[config.mk]
export PLATFORM = sky130hd
export DESIGN_NAME = rsnh_div
export DESIGN_NICKNAME = d
export VERILOG_FILES = /design/src/hdl/ray_segment_nearest_hit_macros.svh /design/src/hdl/rsnh_pkg.sv /design/src/hdl/rsnh_div.sv
export SDC_FILE = /design/constraint.sdc
export NUM_CORES = 1
export LEC_CHECK = 0
export BUFFER_PORTS_ARGS = -buffer_cell sky130_fd_sc_hd__buf_2
export CORE_MARGIN = 5
export CORE_UTILIZATION = 59
export CTS_CLUSTER_DIAMETER = 120
export CTS_CLUSTER_SIZE = 16
export DETAILED_ROUTE_END_ITERATION = 16
export PLACE_DENSITY = 0.83
export SETUP_SLACK_MARGIN = 0.4
export SLEW_MARGIN = 20
export SYNTH_ARGS = -nofsm -noshare
export SYNTH_HDL_FRONTEND = slang
export SYNTH_SLANG_ARGS = --single-unit
[constraint.sdc]
create_clock -name clk_i -period 5.2 [get_ports clk_i]
set_input_delay 1.04 -clock clk_i [delete_from_list [all_inputs] [get_ports clk_i]]
set_output_delay 1.04 -clock clk_i [all_outputs]
set_load 0.01 [all_outputs]
[src/hdl/ray_segment_nearest_hit_macros.svh]
// Assertion macros shared by the RTL
`ifndef RAY_SEGMENT_NEAREST_HIT_MACROS_SVH
`define RAY_SEGMENT_NEAREST_HIT_MACROS_SVH
// implication checked every edge outside reset
`define RSNH_ASSERT_IMP(lbl, clk, rstn, a, c) \
  lbl: assert property (@(posedge clk) disable iff (!rstn) (a) |-> (c)) \
    else $error("assertion failed");
// next-cycle implication
`define RSNH_ASSERT_NXT(lbl, clk, rstn, a, c) \
  lbl: assert property (@(posedge clk) disable iff (!rstn) (a) |=> (c)) \
    else $error("assertion failed");
`endif

[src/hdl/rsnh_pkg.sv]
// Package: widths and defaults for the ray/segment nearest-hit block
`default_nettype none
package rsnh_pkg;
  localparam int unsigned CoordFracBitsDef = 16;
  localparam int unsigned DirFrac          = 14;
  localparam int unsigned DepthW           = 31;
  localparam int unsigned NumW             = 80;  // |num|<<14 fits here
  localparam int unsigned DenW             = 50;  // |den| magnitude
  localparam int unsigned QuotW            = 32;
  localparam logic [1:0]  RegEyeX = 2'd0;
  localparam logic [1:0]  RegEyeY = 2'd1;
  localparam logic [1:0]  RegMaxD = 2'd2;
endpackage
`default_nettype wire

[src/hdl/rsnh_div.sv]
// Restoring divider, one quotient bit per cycle, saturating at 2^31
`default_nettype none
module rsnh_div import rsnh_pkg::*; (
  input  wire logic              clk_i,
  input  wire logic              rst_ni,
  input  wire logic              start_i,
  input  wire logic [NumW-1:0]   num_i,
  input  wire logic [DenW-1:0]   den_i,
  output logic                   done_o,
  output logic [QuotW-1:0]       quot_o
);
  localparam int unsigned CntW = $clog2(NumW + 1);
  logic [NumW-1:0]  n_q;
  logic [DenW:0]    r_q;
  logic [DenW-1:0]  d_q;
  logic [QuotW-1:0] q_q;
  logic [CntW-1:0]  cnt_q;
  logic             busy_q;
  logic [DenW:0]    r_sh;
  logic             ge;
  logic [QuotW:0]   q_sh;
  always_comb begin
    r_sh = {r_q[DenW-1:0], n_q[NumW-1]};
    ge   = (r_sh >= {1'b0, d_q});
    q_sh = {q_q, ge};
  end
  always_ff @(posedge clk_i or negedge rst_ni) begin
    if (!rst_ni) begin
      busy_q <= 1'b0;
      done_o <= 1'b0;
      cnt_q  <= '0;
    end else begin
      done_o <= 1'b0;
      if (start_i) begin
        busy_q <= 1'b1;
        cnt_q  <= CntW'(NumW);
        n_q    <= num_i;
        d_q    <= den_i;
        r_q    <= '0;
        q_q    <= '0;
      end else if (busy_q) begin
        n_q   <= n_q << 1;
        r_q   <= ge ? r_sh - {1'b0, d_q} : r_sh;
        q_q   <= (q_sh > (QuotW+1)'(33'h080000000)) ? 32'h80000000 : q_sh[QuotW-1:0];
        cnt_q <= cnt_q - 1'b1;
        if (cnt_q == CntW'(1)) begin
          busy_q <= 1'b0;
          done_o <= 1'b1;
        end
      end
    end
  end
  assign quot_o = q_q;
endmodule
`default_nettype wire

Yosys cells after proc, flatten, opt, wreduce, memory -nomap -nowiden

Cells that the tools add are included.

Register bits: 222
Output and inout port bits: 33

Add/sub/neg operators: 2
Magnitude comparators: 2
Eq/ne operators: 1
Muxes and demuxes: 14
Reductions and logical operators: 3

Operator list:

| kind                   | count |
|---|---|
| $mux W80               | 2 |
| $mux W51               | 2 |
| $mux W32               | 2 |
| $ge A51 B50 Y1         | 1 |
| $sub A51 B50 Y51       | 1 |
| $gt A33 B32 Y1 const B | 1 |
| $mux W7                | 2 |
| $eq A7 B1 Y1 const B   | 1 |
| $sub A7 B1 Y7 const B  | 1 |
| $mux W1                | 6 |
| $reduce_and A2 Y1      | 2 |
| $reduce_bool A2 Y1     | 1 |

Depth between registers and ports, before layout

Depth in word-level cells: 4
Gate-level depth with buffers: 15
Depth with buffers taken out: 13

Least setup slack after synthesis

OpenSTA, ideal clock, no wires.

Path kind: input to register
Start: in start_i
End: reg n_q[0] (enable)
Library setup time: 0.527 ns
Data arrival time: 5.096 ns
Required time: 4.673 ns
Slack: -0.423 ns
Stages on the path: 4
Buffers on the path: 2
Cells stage by stage: clkbuf_1 nor2_1 clkbuf_1 nor2b_1

Longest elaborated chain between the ends: 2

RTL lines:

| item                                | line           | text |
|---|---|---|
| start: declaration                  | rsnh_div.sv:6  | `input wire logic start_i,` |
| $reduce_bool A2 Y1 (no source line) | --             |  |
| $reduce_and A2 Y1 (no source line)  | --             |  |
| end signal: assignment              | rsnh_div.sv:37 | `n_q <= num_i;` |
| end signal: assignment              | rsnh_div.sv:42 | `n_q <= n_q << 1;` |
| end: declaration                    | rsnh_div.sv:13 | `logic [NumW-1:0] n_q;` |

Every way passes these cells.
A chain may end at the register's enable or synchronous reset.

Worst setup path after layout

Start: reg r_q[23]
End: reg q_q[14] (netlist: quot_o[14]), data pin

Longest elaborated chain between the ends: 4

RTL lines:

| item                     | line           | text |
|---|---|---|
| start: declaration       | rsnh_div.sv:14 | `logic [DenW:0] r_q;` |
| start signal: assignment | rsnh_div.sv:43 | `r_q <= ge ? r_sh - {1'b0, d_q} : r_sh;` |
| $ge A51 B50 Y1           | rsnh_div.sv:24 | `ge = (r_sh >= {1'b0, d_q});` |
| $gt A33 B32 Y1           | rsnh_div.sv:44 | `q_q <= (q_sh > (QuotW+1)'(33'h080000000)) ? 32'h80000000 : q_sh[QuotW-1:0];` |
| $mux W32                 | rsnh_div.sv:44 |  |
| $mux W32                 | rsnh_div.sv:41 | `end else if (busy_q) begin` |
| end signal: assignment   | rsnh_div.sv:44 |  |
| end: declaration         | rsnh_div.sv:16 | `logic [QuotW-1:0] q_q;` |

Every way passes these cells.

==> flow_summary.json <==
{
  "final.setup.tns_ns": 0,
  "synth_area_leader_cell": "edfxtp_1",
  "io_buffers": 165,
  "cts-buffers-inserted": 17,
  "slew_headroom": 0.350,
  "ios": 166,
  "grt_use_met3": 0.0534,
  "final_core_util": 0.663,
  "cts-resized-gates": 0,
  "clockRootBuffer": "clkbuf_16",
  "async_flop_share": 0.0407,
  "synth_flop_cell": "edfxtp_1",
  "cts.clk_slew.worst_paths_ns": 0.07,
  "drive_above_1_share": 0.241,
  "avgSynthCellArea_um2": 11.5,
  "drc_errors": 0,
  "dr_total_vias": 8988,
  "worstHoldPathCells": 1,
  "synth_seq_cells": 221,
  "drv_cap": 0,
  "critPathLaunchType": "flop",
  "drt_wl_total_mm": 28.4,
  "die_width_um": 155,
  "chipHeight_um": 155,
  "fin_skew_ns": 0.0181,
  "min_path_type": "flop to flop",
  "syn_nets": 1266,
  "arrival_ns": 4.39,
  "synth_cell_type_count": 72,
  "grtUsageMet2": 0.394,
  "vias_per_cell": 5.99,
  "synth_seq_area_share": 0.530,
  "dp.final_hpwl_mm": 19.8,
  "detail-route-antenna-nets": 0,
  "leakage_nw": 5.60,
  "power_mw": 4.93,
  "postCtsSetupBuffers": 0,
  "clk-insertion-delay-late_ns": 0.50,
  "gp_congestion": 0.933,
  "status": "finished clean",
  "hold_viol_final": 0,
  "drt_pass1_iterations": 5,
  "crit_type": "flop to flop",
  "ir_drop_mv": 0.263,
  "cts_hold_buf": 0,
  "synth_edf_count": 212,
  "final_max_slew_viol_count": 0,
  "post_drt_wl_per_cell_um": 18.9,
  "setup_viol": 0,
  "clock_sinks": 221,
  "yosysMostFrequentCell": "edfxtp_1",
  "clock.fmax_ghz": 0.248,
  "area_delta_synth_final_pct": 11.4,
  "worstPathRequired_ns": 5.55,
  "p_per_area_nw_per_um2": 356,
  "grt_pass1_vias": 9106,
  "post-route-min-period_ns": 4.04,
  "htree_num_levels": 1,
  "syn-cell-area_um2": 12400,
  "crit_chain": "ha_1, a21oi_4, o21ai_2, a221oi_1, o221a_2, o41a_4, a31oi_4, a211o_4, o32a_1, nor2_4, a22o_1",
  "die-area_um2": 24100,
  "cts_max_path_buffers": 3,
  "min_period_over_period": 0.777,
  "yosysTopAreaCellShare": 0.512,
  "path_max_fanout": 49,
  "tightest_slew_ns": 0.975,
  "cp-end-kind": "flop",
  "grt_usage": 0.229,
  "slowest_stage": "a211o_4",
  "grt_most_used_layer": "met2",
  "core-area_um2": 20900,
  "yosys-top-cells-count": "edfxtp_1 (212), nand2_1 (108), mux2_2 (79)",
  "rr_worst_depth": 11,
  "antenna_found_initial": 7,
  "grt_pass1_wl_mm": 45.5,
  "ys_warn_count": 0,
  "cts_tree": "yes",
  "initial_core_util": 0.595,
  "placementRows": 53,
  "grt_max_degree": 84,
  "met1_usage": 0.291,
  "worst_path_largest_cell_delay_ns": 0.59,
  "syn-instance-count": 1080,
  "fin_nets": 1395,
  "first_iter_violations": 668,
  "rsz0062_at_grt": "false",
  "synth_area_leaders": "edfxtp_1 (51%), mux2_2 (7.2%), ha_1 (5.2%)",
  "grt_overflow": 0
}
[registers in the layout, indices dropped and copies added (netlist names)]
register  flops
n_q          80
quot_o       32
cnt_q         7
d_q          50
done_o        1
r_q          50
busy_q        1
[placed cells by master, fill, tap and decap left out, types with 7 or more instances in the layout]
| master | synthesis | final |
|---|---|---|
| o21a_1 | 9 | 9 |
| buf_4 | 2 | 9 |
| a22o_1 | 30 | 30 |
| a21o_1 | 26 | 26 |
| nand3_1 | 12 | 12 |
| clkbuf_1 | 38 | 11 |
| clkbuf_16 | 0 | 17 |
| o21bai_1 | 11 | 11 |
| nor3_1 | 7 | 7 |
| nand2_1 | 108 | 108 |
| edfxtp_1 | 212 | 212 |
| mux2_2 | 79 | 79 |
| nand2b_1 | 9 | 9 |
| a31oi_1 | 7 | 7 |
| a21oi_1 | 55 | 55 |
| ha_1 | 52 | 52 |
| dfrtp_1 | 9 | 8 |
| nor4_1 | 9 | 9 |
| buf_2 | 14 | 163 |
| xnor2_1 | 32 | 32 |
| o21ai_0 | 48 | 48 |
| a22oi_1 | 10 | 10 |
| xor2_1 | 17 | 17 |
| nor2_1 | 68 | 67 |
| inv_1 | 64 | 64 |
| mux2i_1 | 11 | 11 |
| nand4_1 | 18 | 18 |
| a211oi_1 | 11 | 11 |
| a311oi_1 | 26 | 26 |
[worst paths after layout]
kind / from / endpoint / slack, ns
setup / recovery: r_q[23] / quot_o[14] / 1.16
hold / removal: n_q[23] / n_q[24] / 0.54
setup reg to reg: r_q[23] / quot_o[14] / 1.16
hold reg to reg: n_q[23] / n_q[24] / 0.54
max in group asynchronous: rst_ni / busy_q / 4.20
min in group asynchronous: rst_ni / cnt_q[4] / 0.56
[power breakdown]
part | switching, mW | internal, mW
clock network | 0.607 | 0.619
registers | 0.108 | 2.17
logic | 0.826 | 0.600
[kinds of logic (layout without fill, tap and decap cells)]
| kind of cell | after synthesis | count (layout) | synth area share |
|---|---|---|---|
| other cells | 0 | 6 | 0 |
| simple gates | 264 | 264 | 0.0972 |
| compound gates | 276 | 276 | 0.158 |
| xor+xnor | 49 | 49 | 0.0345 |
| flops | 221 | 221 | 0.530 |
| fa+ha+maj | 53 | 53 | 0.0539 |
| mux | 90 | 90 | 0.0804 |
| buf+inv | 127 | 267 | 0.0460 |
[through the flow]
stage               instances  setup slack (ns)  area (um2)  hold WS (ns)
floorplan                1080              1.10       12400         0.493
global placement         1465              1.37       13400         0.514
detailed placement       1465              1.24       13400         0.534
CTS                      1495              1.21       13800         0.540
global route             1501             0.974       13800         0.558
finish                   1501              1.16       13800         0.543
[worst max-delay path: cells and delay by family, from the launching register on]
family	cells	cell delay, ns
AO/OA/AOI/OAI	9	2.45
adder cells (fa/ha/maj)	1	0.45
flip-flops	1	0.42
AND/OR/NAND/NOR	1	0.52
[final cells by class]
class	count	area, um2
well taps	275	344
multi-input cells	732	5290
diodes	6	15.0
fillers	1604	7040
flip-flops and latches	221	6590
repair buffers	172	883
clock inverters	2	13.8
clock buffers	28	467
inverters	65	244
[metal layers]
metal / routed length, um / share of wire / vias to the layer above
met4: 767 / 0.027 / 4
met1: 11700 / 0.41 / 4327
met3: 1990 / 0.070 / 59
met5: 14 / 0.00049 / -
li1: - / - / 4294
met2: 13900 / 0.49 / 304
Note: power is estimated with default switching activity, not from simulation.
